===== src/rtl/irptm_pkg.sv =====
// Shared types, constants and the template ROM of the IR pulse template matcher.
package irptm_pkg;

    // Nominal template durations in microseconds
    localparam int unsigned LEAD_MARK_US  = 9000;
    localparam int unsigned LEAD_SPACE_US = 4200;
    localparam int unsigned SHORT_US      = 600;
    localparam int unsigned LONG_US       = 1800;

    // Widths fixed by the transaction fields
    localparam int unsigned TIME_W  = 16;
    localparam int unsigned POS_W   = 6;
    localparam int unsigned IDX_W   = 3;
    localparam int unsigned MASK_W  = 5;
    // Codes that have a hold mask bit
    localparam int unsigned MASK_CODES = 5;

    // Result action codes
    typedef enum logic [1:0] {
        ACT_NONE       = 2'd0,
        ACT_PRESS      = 2'd1,
        ACT_HOLD_START = 2'd2,
        ACT_HOLD_END   = 2'd3
    } t_action;

    // Rounded pair classified against the four template pair shapes
    typedef struct packed {
        logic lead;         // (lead mark, lead space)
        logic short_short;  // (short mark, short space)
        logic short_long;   // (short mark, long space)
        logic short_final;  // (short mark, zero space)
    } t_pair_class;

    // Result transaction
    typedef struct packed {
        logic             no_match;
        t_action          action;
        logic [IDX_W-1:0] code_index;
        logic             hit;
    } t_result;

    // Template ROM: bit k set means inner pair k+1 has a long space
    function automatic logic [63:0] code_long_bits(input int unsigned code);
        logic [63:0] bits;
        case (code)
            0:       bits = 64'h0000_0000_F609_DF20;
            1:       bits = 64'h0000_0000_EE11_DF20;
            2:       bits = 64'h0000_0000_E01F_DF20;
            3:       bits = 64'h0000_0000_E916_DF20;
            4:       bits = 64'h0000_0000_E817_DF20;
            default: bits = 64'h0;
        endcase
        return bits;
    endfunction

endpackage


===== src/rtl/irptm_pair_class.sv =====
// Rounds a mark/space pair to the time quantum and classifies it by template shape.
module irptm_pair_class
    import irptm_pkg::*;
#(
    parameter int unsigned QUANTUM_US = 600
) (
    input  logic [TIME_W-1:0] i_mark,
    input  logic [TIME_W-1:0] i_space,
    input  logic              i_ends,
    output t_pair_class       o_class
);

    localparam int unsigned SUM_W = TIME_W + 2;
    localparam int unsigned HALF  = QUANTUM_US / 2;

    // A nominal value can only be hit when it is a multiple of the quantum
    localparam bit LEAD_MARK_OK  = (LEAD_MARK_US % QUANTUM_US) == 0;
    localparam bit LEAD_SPACE_OK = (LEAD_SPACE_US % QUANTUM_US) == 0;
    localparam bit SHORT_OK      = (SHORT_US % QUANTUM_US) == 0;
    localparam bit LONG_OK       = (LONG_US % QUANTUM_US) == 0;

    logic [SUM_W-1:0] mark_bias;
    logic [SUM_W-1:0] space_bias;
    logic m_lead, m_short;
    logic s_lead, s_short, s_long, s_zero;

    // value rounds to T when T <= value + Q/2 < T + Q
    assign mark_bias  = {2'b00, i_mark} + SUM_W'(HALF);
    assign space_bias = {2'b00, i_space} + SUM_W'(HALF);

    assign m_lead  = LEAD_MARK_OK && (mark_bias >= SUM_W'(LEAD_MARK_US))
                     && (mark_bias < SUM_W'(LEAD_MARK_US + QUANTUM_US));
    assign m_short = SHORT_OK && (mark_bias >= SUM_W'(SHORT_US))
                     && (mark_bias < SUM_W'(SHORT_US + QUANTUM_US));

    // Space is forced to zero on the pair that ends the frame
    assign s_lead  = !i_ends && LEAD_SPACE_OK && (space_bias >= SUM_W'(LEAD_SPACE_US))
                     && (space_bias < SUM_W'(LEAD_SPACE_US + QUANTUM_US));
    assign s_short = !i_ends && SHORT_OK && (space_bias >= SUM_W'(SHORT_US))
                     && (space_bias < SUM_W'(SHORT_US + QUANTUM_US));
    assign s_long  = !i_ends && LONG_OK && (space_bias >= SUM_W'(LONG_US))
                     && (space_bias < SUM_W'(LONG_US + QUANTUM_US));
    assign s_zero  = i_ends || (space_bias < SUM_W'(QUANTUM_US));

    assign o_class.lead        = m_lead && s_lead;
    assign o_class.short_short = m_short && s_short;
    assign o_class.short_long  = m_short && s_long;
    assign o_class.short_final = m_short && s_zero;

endmodule


===== src/rtl/irptm_slot.sv =====
// One template slot: position register and compare against its ROM pair.
module irptm_slot
    import irptm_pkg::*;
#(
    parameter int unsigned CODE_ID    = 0,
    parameter int unsigned CODE_PAIRS = 34
) (
    input  logic        i_clk,
    input  logic        i_rst_n,
    input  logic        i_step,
    input  logic        i_ends,
    input  logic        i_frame_matched,
    input  t_pair_class i_class,
    output logic        o_final
);

    localparam logic [63:0] LONG_BITS = code_long_bits(CODE_ID);

    logic [POS_W-1:0] r_pos;
    logic [POS_W-1:0] n_pos;
    logic             in_range;
    logic             at_final;
    logic             inner_long;
    logic             inner_match;

    // Template pair at the current position
    assign in_range   = {1'b0, r_pos} < (POS_W + 1)'(CODE_PAIRS);
    assign at_final   = {1'b0, r_pos} >= (POS_W + 1)'(CODE_PAIRS - 1);
    assign inner_long = LONG_BITS[r_pos - POS_W'(1)];

    always_comb begin
        inner_match = 1'b0;
        o_final     = 1'b0;
        if (in_range) begin
            if (r_pos == '0) begin
                inner_match = i_class.lead;
            end else if (at_final) begin
                o_final = i_class.short_final;
            end else begin
                inner_match = inner_long ? i_class.short_long : i_class.short_short;
            end
        end
    end

    // Advance on match, fall back to zero otherwise or at frame end; frozen after a hit
    always_comb begin
        n_pos = r_pos;
        if (i_step) begin
            if (i_ends) begin
                n_pos = '0;
            end else if (!i_frame_matched) begin
                n_pos = inner_match ? r_pos + POS_W'(1) : '0;
            end
        end
    end

    always_ff @(posedge i_clk) begin
        if (!i_rst_n) begin
            r_pos <= '0;
        end else begin
            r_pos <= n_pos;
        end
    end

endmodule


===== src/rtl/ir_pulse_template_matcher.sv =====
// Top level of the IR pulse template matcher: stream ports, frame control, result register.
//
// Each input transaction carries one IR mark/space pair in microseconds and yields
// exactly one result transaction. Both durations are rounded to the nearest
// multiple of QUANTUM_US and compared in parallel against NUM_CODES fixed ROM
// templates, each tracking its own position. The lowest template that reaches
// its final pair reports a hit; hold codes (hold_code_mask) toggle a hold state
// and report start/end hold, other codes report press-and-release. A frame ends
// on tlast or on its MAX_PAIRS-th pair. A pair passes from the input register through
// the parallel comparator bank into the result register, and a new pair is accepted
// every cycle unless m_axis_tready holds a full result register back.
// The hold mask may be rewritten only while no pair is in flight.
module ir_pulse_template_matcher
    import irptm_pkg::*;
#(
    parameter int unsigned NUM_CODES  = 5,
    parameter int unsigned CODE_PAIRS = 34,
    parameter int unsigned MAX_PAIRS  = 50,
    parameter int unsigned QUANTUM_US = 600
) (
    input  logic              i_clk,
    input  logic              i_rst_n,
    // configuration
    input  logic              i_cfg_we,
    input  logic [MASK_W-1:0] i_cfg_wdata,   // hold_code_mask
    // pair stream in
    input  logic              s_axis_tvalid,
    output logic              s_axis_tready,
    input  logic [31:0]       s_axis_tdata,  // [15:0] mark_time, [31:16] space_time
    input  logic              s_axis_tlast,  // last_pair
    // result stream out
    output logic              m_axis_tvalid,
    input  logic              m_axis_tready,
    output logic [7:0]        m_axis_tdata   // [0] hit, [3:1] code_index, [5:4] action,
                                             // [6] no_match, [7] zero
);

    localparam int unsigned CNT_W = POS_W;

    // Input register
    logic              r_in_valid;
    logic [TIME_W-1:0] r_mark;
    logic [TIME_W-1:0] r_space;
    logic              r_last;

    // Frame and hold state
    logic [CNT_W-1:0]  r_pair_count;
    logic              r_frame_matched;
    logic              r_holding;
    logic [MASK_W-1:0] r_hold_mask;

    // Result register
    logic              r_out_valid;
    t_result           r_out;

    logic                 step;
    logic                 ends;
    t_pair_class          pair_class;
    logic [NUM_CODES-1:0] slot_final;
    t_result              n_out;
    logic                 n_holding;
    logic                 hit;
    int unsigned          hit_code;

    // Handshake: the result register frees up as soon as it is taken
    assign step          = r_in_valid && (!r_out_valid || m_axis_tready);
    assign s_axis_tready = !r_in_valid || step;
    assign m_axis_tvalid = r_out_valid;
    assign m_axis_tdata  = {1'b0, r_out};

    // Frame ends on tlast or on the last allowed pair
    assign ends = r_last || (({1'b0, r_pair_count} + (CNT_W + 1)'(1)) >= (CNT_W + 1)'(MAX_PAIRS));

    irptm_pair_class #(
        .QUANTUM_US(QUANTUM_US)
    ) u_class (
        .i_mark (r_mark),
        .i_space(r_space),
        .i_ends (ends),
        .o_class(pair_class)
    );

    // Template slots
    for (genvar g = 0; g < NUM_CODES; g++) begin : g_slot
        irptm_slot #(
            .CODE_ID   (g),
            .CODE_PAIRS(CODE_PAIRS)
        ) u_slot (
            .i_clk          (i_clk),
            .i_rst_n        (i_rst_n),
            .i_step         (step),
            .i_ends         (ends),
            .i_frame_matched(r_frame_matched),
            .i_class        (pair_class),
            .o_final        (slot_final[g])
        );
    end

    // Lowest matching template wins
    always_comb begin
        hit      = 1'b0;
        hit_code = 0;
        for (int j = NUM_CODES - 1; j >= 0; j--) begin
            if (slot_final[j]) begin
                hit      = 1'b1;
                hit_code = j;
            end
        end
        hit = hit && !r_frame_matched;
    end

    // Result and hold update
    always_comb begin
        n_out      = '0;
        n_holding  = r_holding;
        if (hit) begin
            n_out.hit        = 1'b1;
            n_out.code_index = IDX_W'(hit_code);
            if (hit_code < MASK_CODES && r_hold_mask[hit_code[2:0]]) begin
                n_out.action = r_holding ? ACT_HOLD_END : ACT_HOLD_START;
                n_holding    = !r_holding;
            end else begin
                n_out.action = ACT_PRESS;
                n_holding    = 1'b0;
            end
        end
        n_out.no_match = ends && !r_frame_matched && !hit;
    end

    // Registers
    always_ff @(posedge i_clk) begin
        if (!i_rst_n) begin
            r_in_valid      <= 1'b0;
            r_out_valid     <= 1'b0;
            r_pair_count    <= '0;
            r_frame_matched <= 1'b0;
            r_holding       <= 1'b0;
            r_hold_mask     <= MASK_W'(12);
        end else begin
            if (i_cfg_we) begin
                r_hold_mask <= i_cfg_wdata;
            end
            if (s_axis_tvalid && s_axis_tready) begin
                r_in_valid <= 1'b1;
            end else if (step) begin
                r_in_valid <= 1'b0;
            end
            if (step) begin
                r_out_valid     <= 1'b1;
                r_holding       <= n_holding;
                r_pair_count    <= ends ? '0 : r_pair_count + CNT_W'(1);
                r_frame_matched <= ends ? 1'b0 : (r_frame_matched || hit);
            end else if (m_axis_tready) begin
                r_out_valid <= 1'b0;
            end
        end
    end

    // Payload registers
    always_ff @(posedge i_clk) begin
        if (s_axis_tvalid && s_axis_tready) begin
            r_mark  <= s_axis_tdata[15:0];
            r_space <= s_axis_tdata[31:16];
            r_last  <= s_axis_tlast;
        end
        if (step) begin
            r_out <= n_out;
        end
    end

    // Checks
    a_hit_no_match: assert property (@(posedge i_clk) disable iff (!i_rst_n)
        m_axis_tvalid && r_out.hit |-> !r_out.no_match)
        else $error("hit and no_match in the same result");

    a_idle_fields: assert property (@(posedge i_clk) disable iff (!i_rst_n)
        m_axis_tvalid && !r_out.hit |-> r_out.code_index == '0 && r_out.action == ACT_NONE)
        else $error("code or action set without a hit");

    a_count_range: assert property (@(posedge i_clk) disable iff (!i_rst_n)
        {1'b0, r_pair_count} < (CNT_W + 1)'(MAX_PAIRS))
        else $error("pair count beyond frame limit");

    a_result_after_step: assert property (@(posedge i_clk) disable iff (!i_rst_n)
        step |=> m_axis_tvalid)
        else $error("processed pair produced no result");

endmodule


===== config.mk =====
export PLATFORM = sky130hd
export DESIGN_NAME = ir_pulse_template_matcher
export DESIGN_NICKNAME = d
export VERILOG_FILES = /design/src/rtl/irptm_pkg.sv /design/src/rtl/irptm_pair_class.sv /design/src/rtl/irptm_slot.sv /design/src/rtl/ir_pulse_template_matcher.sv
export SDC_FILE = /design/constraint.sdc
export NUM_CORES = 1
export LEC_CHECK = 0
export BUFFER_PORTS_ARGS = -buffer_cell sky130_fd_sc_hd__buf_2
export CAP_MARGIN = 20
export CORE_ASPECT_RATIO = 0.75
export CORE_MARGIN = 2
export CORE_UTILIZATION = 49
export CTS_CLUSTER_SIZE = 25
export DETAILED_ROUTE_END_ITERATION = 12
export PLACE_DENSITY = 0.78
export SETUP_SLACK_MARGIN = 0.4
export SYNTH_ARGS = -nofsm -noshare
export SYNTH_HDL_FRONTEND = slang
export SYNTH_SLANG_ARGS = --single-unit

===== constraint.sdc =====
create_clock -name i_clk -period 4.2 [get_ports i_clk]
set_input_delay 0.21 -clock i_clk [delete_from_list [all_inputs] [get_ports i_clk]]
set_output_delay 0.21 -clock i_clk [all_outputs]
set_load 0.01 [all_outputs]

After elaboration in Yosys (flattened, before gate mapping)
Memories as Yosys holds them, arrays and structs flattened.
Index checks and enable logic that the tools add are counted.
{"block": "totals", "regBits": 85, "latch_bits": 0, "ramBits": 0, "romBits": 320, "inputBits": 43, "output_inout_bits": 10, "word_cells": 184, "mem_count": 5}
{"memory": "(name not given)", "depth": 64, "word_bits": 1, "read_ports": 1, "rd_ports_with_merged_regs": 0, "write_ports": 0, "line_no": "irptm_slot.sv:29", "source": "assign inner_long = LONG_BITS[r_pos - POS_W'(1)];"}
{"memory": "(name not given)", "depth": 64, "word_bits": 1, "read_ports": 1, "rd_ports_with_merged_regs": 0, "write_ports": 0, "line_no": "irptm_slot.sv:29"}
{"memory": "(name not given)", "depth": 64, "word_bits": 1, "read_ports": 1, "rd_ports_with_merged_regs": 0, "write_ports": 0, "line_no": "irptm_slot.sv:29"}
{"memory": "(name not given)", "depth": 64, "word_bits": 1, "read_ports": 1, "rd_ports_with_merged_regs": 0, "write_ports": 0, "line_no": "irptm_slot.sv:29"}
{"memory": "(name not given)", "depth": 64, "word_bits": 1, "read_ports": 1, "rd_ports_with_merged_regs": 0, "write_ports": 0, "line_no": "irptm_slot.sv:29"}
{"block": "op_classes", "addsub": 14, "multipliers": 0, "n_div": 0, "order_cmp": 29, "eq_ne": 1, "shifts": 0, "n_mux": 77, "bitwise": 0, "n_reduce_logical": 39}
{"cell": "$mux W32", "count": 4}
{"cell": "$mux W6", "count": 16}
{"cell": "$mux W1", "count": 55}
{"cell": "$add A6 B1 Y6 const B", "count": 6}
{"cell": "$ge A18 B10 Y1 const B", "count": 2}
{"cell": "$lt A18 B11 Y1 const B", "count": 2}
{"cell": "$lt A6 B7 Y1 const B", "count": 5}
{"cell": "$add A16 B9 Y17 const B", "count": 2}
{"cell": "$lt A32 B3 Y1 const B", "count": 1}
{"cell": "$ge A6 B6 Y1 const B", "count": 5}
{"cell": "$logic_not A6 Y1", "count": 5}
{"cell": "$lt A6 B6 Y1 const B", "count": 5}
{"cell": "$sub A6 B1 Y6 const B", "count": 5}
{"cell": "$ge A18 B11 Y1 const B", "count": 1}
{"cell": "$ge A18 B13 Y1 const B", "count": 1}
{"cell": "$ge A18 B14 Y1 const B", "count": 1}
{"cell": "$logic_and A1 B1 Y1", "count": 18}
{"cell": "$lt A18 B10 Y1 const B", "count": 1}
{"cell": "$lt A18 B12 Y1 const B", "count": 1}
{"cell": "$lt A18 B13 Y1 const B", "count": 1}
{"cell": "$lt A18 B14 Y1 const B", "count": 1}
{"cell": "$add A6 B1 Y7 const B", "count": 1}
{"cell": "$ge A7 B6 Y1 const B", "count": 1}
{"cell": "$logic_not A1 Y1", "count": 6}
{"cell": "other kinds (7)", "count": 14}

Depth between registers and ports, before layout
{"block": "depth", "ltp_word": 17, "ltp_mapped": 16, "ltp_nobuf": 13}

Modules after synthesis
A second synthesis with hierarchy kept.
{"block": "hier_totals", "cells_unflattened": 821, "area_unflattened_um2": 7189.4}
{"module": "ir_pulse_template_matcher", "instances": 1, "cells_each": 148, "area_each_um2": 2104.5, "seq_area_each_um2": 1501.4}
{"module": "irptm_pair_class", "instances": 1, "cells_each": 210, "area_each_um2": 1370.1, "seq_area_each_um2": 0.0}
{"module": "irptm_slot at g_slot[3].u_slot", "instances": 1, "cells_each": 107, "area_each_um2": 900.9, "seq_area_each_um2": 120.1}
{"module": "irptm_slot at g_slot[0].u_slot", "instances": 1, "cells_each": 104, "area_each_um2": 803.3, "seq_area_each_um2": 120.1}
{"module": "irptm_slot at g_slot[2].u_slot", "instances": 1, "cells_each": 94, "area_each_um2": 740.7, "seq_area_each_um2": 120.1}
{"module": "irptm_slot at g_slot[4].u_slot", "instances": 1, "cells_each": 78, "area_each_um2": 644.4, "seq_area_each_um2": 120.1}
{"module": "irptm_slot at g_slot[1].u_slot", "instances": 1, "cells_each": 80, "area_each_um2": 625.6, "seq_area_each_um2": 120.1}

Least setup slack after synthesis
No wires, ideal clock.
{"block": "synth_path", "path_kind": "register to register", "startpoint": "register r_mark[2]", "endpoint": "register g_slot[1].u_slot.r_pos[5]", "arrival_ns": 3.491, "t_required_ns": 4.126, "path_slack_ns": 0.635, "path_stages_with_launch": 16, "cell_sequence": "edfxtp_1 inv_1 ha_1 buf_2 or4b_1 nor4_1 a221oi_1 or4_4 nor4_1 nand4_1 and3_1 o41ai_1 a41o_1 buf_2 a41oi_1 a31oi_1"}
{"block": "synth_via", "elab_chain_len": 11, "word_cells_on_any_way": 17, "classes_between": "1 x add/sub; 4 x order compare; 7 x mux; 5 x reduce/logical"}
{"element": "start: declaration", "line_no": "ir_pulse_template_matcher.sv:42", "source": "logic [TIME_W-1:0] r_mark;"}
{"element": "start signal: assignment", "line_no": "ir_pulse_template_matcher.sv:162", "source": "r_mark <= s_axis_tdata[15:0];"}
{"element": "$add A16 B9 Y17 *", "line_no": "irptm_pair_class.sv:28", "source": "assign mark_bias = {2'b00, i_mark} + SUM_W'(HALF);"}
{"element": "$ge A18 B10 Y1 or $lt A18 B11 Y1 (tied branches)", "line_no": "irptm_pair_class.sv:33, irptm_pair_class.sv:34"}
{"element": "$logic_and A1 B1 Y1", "line_no": "irptm_pair_class.sv:34", "source": "&& (mark_bias < SUM_W'(SHORT_US + QUANTUM_US));"}
{"element": "$logic_and A1 B1 Y1 (on tied branches)", "line_no": "irptm_pair_class.sv:46, irptm_pair_class.sv:47"}
{"element": "$mux W1", "line_no": "irptm_slot.sv:40", "source": "inner_match = inner_long ? i_class.short_long : i_class.short_short;"}
{"element": "$mux W1", "line_no": "irptm_slot.sv:37", "source": "end else if (at_final) begin"}
{"element": "$mux W1 *", "line_no": "irptm_slot.sv:35", "source": "if (r_pos == '0) begin"}
{"element": "$mux W1 *", "line_no": "irptm_slot.sv:34", "source": "if (in_range) begin"}
{"element": "$mux W6 *", "line_no": "irptm_slot.sv:52", "source": "n_pos = inner_match ? r_pos + POS_W'(1) : '0;"}
{"element": "$mux W6 *", "line_no": "irptm_slot.sv:51", "source": "end else if (!i_frame_matched) begin"}
{"element": "$mux W6 *", "line_no": "irptm_slot.sv:49", "source": "if (i_ends) begin"}
{"element": "end signal: assignment", "line_no": "irptm_slot.sv:61", "source": "r_pos <= n_pos;"}
{"element": "end: declaration", "line_no": "irptm_slot.sv:19", "source": "logic [POS_W-1:0] r_pos;"}
Every way passes the cells marked *; elsewhere a longest branch is shown, timed or not. The select of a mux whose other input is x is not followed.
A chain may end at the register's enable or synchronous reset.

Worst setup path in the final report
Ends and elaborated chain as after synthesis.

==> key figures <==
GRT
  • GRT Residual Overflow: 0
  • GR Util All Layers: 21.7%
  • Number of global-route vias before repair: around 5100
  • Largest net degree at the start of global routing: 30
  • Antenna violations before repair: 0
  • First-pass GRT wire length: 23900 um

Worst setup path
  • Setup crit end: g_slot[1].u_slot.r_pos[5]
  • Crit path launch: r_mark[2]
  • Reg2reg end: g_slot[1].u_slot.r_pos[5]
  • R2R setup slack: 0.45 ns
  • Worst Path Max Fanout: 9
  • Worst path cell trace: inv_1 > ha_2 > or4b_4 > nor4_4 > a221oi_2 > or4_4 > nor2_1 > o2111ai_2 > and3_1 > o41ai_1 > a41o_2 > a41oi_1 > a31oi_1
  • Critical Path End Type: flop
  • Reg2reg start: r_mark[2]
  • Critical path class: flop to flop
  • Register-to-Register Path Depth: 13
  • Slowest stage delay, CP: 0.56 ns
  • Critical Path Slowest Stage Cell: or4_4
  • WP data arrival: 4.00 ns
  • Worst Path Required: 4.46 ns
  • CP startpoint kind: flop

Route
  • Initial drt markers: approximately 490
  • Uppermost layer routed: met4
  • DR WL met2: 6690 um
  • Drt total wl: 14700 um
  • DRT met1 WL: 7070 um
  • Routed Antenna Nets: 0
  • Vias: ~5700
  • Via-to-Cell Ratio: 5.98
  • DR WL/cell: approximately 15 um
  • Met3 wire len: 787 um
  • Number of detailed-route iterations in the first pass: 7
  • Drc violations: 0

Clocking
  • CTS tree: yes
  • Clk buf depth: 2
  • Reg clk slew, reported paths: 0.07 ns
  • H-tree depth: 3
  • Total CTS buffers: 9
  • Clk sinks: ~80
  • Clock root buffer: clkbuf_16
  • Clk_lat worst skew: 0.34 ns
  • Post-cts hold buffer count: 0

Timing
  • Fmax: 267 MHz
  • Crit path time final: about 3.7 ns
  • Max Slew Vio Count: 0
  • Clock skew: 0.00570 ns
  • WHS: 0.0409 ns
  • RSZ-0062 raised after global routing: true
  • Period utilization: 89.2%
  • Post-route worst setup slack: ~0.45 ns
  • Final hold viol count: 0
  • Setup total negative slack: 0 ns
  • Setup-failing EPs final: 0
  • Worst-Margin Slew: around 0.64 ns
  • Slew Limit Headroom: 57.0%

Pwr
  • Peak VDD IR: 0.190 mV
  • Comb power frac: 11.7%
  • Internal: approximately 1300 uW
  • Sw frac: 27.1%
  • Reg power frac: 47.6%
  • Sw Pwr: between 500 and 600 uW
  • Pwr per Cell Area: 267 nW/um2
  • Clock power frac: 40.7%
  • Leakage power: roughly 0.0026 uW

Logic synthesis
  • EDFF count, synth: 36
  • YS warnings: 0
  • Asr flop ratio synth: 0%
  • Area leader, netlist: edfxtp_1
  • Synthesized Nets: approximately 830
  • Mapped Cells: roughly 750
  • Synthesized area: ~6000 um2
  • Library cells used by synthesis: 88
  • Average size of a mapped cell: 8.16 um2
  • #FFs+latches synth: 81
  • Top post-synthesis cells by area: edfxtp_1 18%, dfxtp_1 15%, ha_1 5.9%
  • Seq/Total Area, Yosys: between 30% and 40%
  • Main synth FF type: dfxtp_1
  • Top cell type's share of synthesized area: 17.6%

Cells and area
  • FILL cells: 1102
  • Post-Layout Cell Count: 960
  • Design area: between 6000 and 7000 um2
  • Area delta synth->final: 12.5%
  • Diodes inserted: 0
  • Final net count: 861
  • Share of cells above drive strength 1: 17.1%

Hold path
  • Hold path depth: 1
  • HP Class: primary input to flop

Floorplan
  • Die Span Y: 101 um
  • Cell Rows: 35
  • Die area: 13500 um2
  • # IOs: between 50 and 60
  • Die width: 133 um
  • Initial Utilization: 50.1%
  • Core Region: between 10000 and 15000 um2

Placement
  • Dpl cell area: 6450 um2
  • Gpl congestion: roughly 0.91
  • Placed insts: 934
  • # port buffers: 47
  • HPWL Detailed: 10100 um
  • DP Worst Slack: 0.265 ns

Job
  • MaxCap Viol Count: 0

Run status
  • Status: complete, no violations
[routing by layer]
metal	GRT usage [%]	vias to the layer above
met5	0	-
met4	6.63	0
met3	4.42	18
met2	33.8	192
met1	30.4	2698
li1	-	2834
[cell families (layout without fill, tap and decap cells)]
family | Yosys count | count (layout) | share of synthesized area (%)
compound gates | 196 | 197 | 22.1
xor+xnor | 24 | 24 | 3.42
fa+ha+maj | 29 | 29 | 5.91
buf+inv | 84 | 124 | 6.27
flops | 81 | 81 | 32.3
mux | 17 | 17 | 2.87
other cells | 1 | 1 | 0.0610
simple gates | 321 | 321 | 27.1
[area by class of cell]
type                    count  area [um2]  share of cell area, %
clock buffers               9         225                   3.26
repair buffers             70         408                   5.90
inverters                  38         143                   2.06
well taps                 166         208                   3.01
multi-input cells         589        3890                   56.3
flip-flops and latches     81        1980                   28.7
clock inverters             7        53.8                  0.779
[metrics by stage]
stage               power (uW)  utilization, %
floorplan                 1030               -
global placement          1090            52.6
detailed placement        1090            52.6
CTS                       1850            55.0
global route              1920            56.4
finish                    1850            56.4
[state kept, by name, indices dropped and copies added, names as in the netlist]
name and count:
g_slot.u_slot.r_pos 30, r_mark 14, r_space 14, m_axis_tdata 7, r_pair_count 6, r_hold_mask 5
m_axis_tvalid 1, r_frame_matched 1, r_holding 1, r_in_valid 1, r_last 1
[worst max-delay path, delay by kind of cell (launching register included)]
family / cells / cell delay, ns
DFF: 1 / 0.39
AOI/OAI and AO/OA: 6 / 1.35
adders and majority gates: 1 / 0.21
buffers and inverters: 1 / 0.06
and+or+nand+nor: 5 / 1.65
[layout by cell type, fill, tap and decap left out, drive strengths merged, types with 7 or more instances in the layout]
cell and n:
dfxtp 45, nand2b 19, mux2i 12, or3 13, a21oi 27, nor3 27
buf 70, nor4 9, nand2 77, o22ai 8, edfxtp 36, xnor2 11
inv 39, ha 29, and3 13, nor2 64, xor2 13, clkbuf 9
a21o 11, nor2b 14, o21ai 56, a31oi 8, a221oi 8, or2 9
o21a 7, nand3 36
[repair_timing]
action | CTS | global route
endpoints found under the setup margin | 11 | 26
buffers inserted | 2 | 7
gates cloned | 0 | 1
gates resized for setup | 1 | 22
pin swaps | 2 | 7
[worst min path at each step]
stage | start | end | slack, ns
after floorplan | s_axis_tlast | r_last | 0.31
after global placement | s_axis_tdata[12] | r_mark[12] | 0.39
after detailed placement | s_axis_tdata[14] | r_mark[14] | 0.39
after CTS | s_axis_tdata[9] | r_mark[9] | 0.03
after global routing | s_axis_tdata[14] | r_mark[14] | 0.02
final | s_axis_tdata[19] | r_space[3] | 0.04
[power by group through the flow]
stage                     Combinational, uW  Clock, uW  Sequential, uW
after floorplan                         152          0             881
after global placement                  195          0             896
after detailed placement                198          0             896
after CTS                               201        768             879
after global routing                    237        804             883
final                                   216        751             880
[cells in the mapped netlist, types with 6 or more instances]
library cell	n
nand2_1	76
nor2_1	64
o21ai_0	53
dfxtp_1	45
edfxtp_1	36
inv_1	36
nand3_1	36
clkbuf_1	32
ha_1	29
a21oi_1	27
nor3_1	25
nand2b_1	19
nor2b_1	14
xor2_1	13
and3_1	12
mux2i_1	12
a21o_1	11
or3_1	11
xnor2_1	11
nor4_1	9
a221oi_1	8
o22ai_1	8
or2_2	8
a31oi_1	7
o21a_1	7
nand4_1	6
No activity file was read; power rests on OpenSTA's default activity.
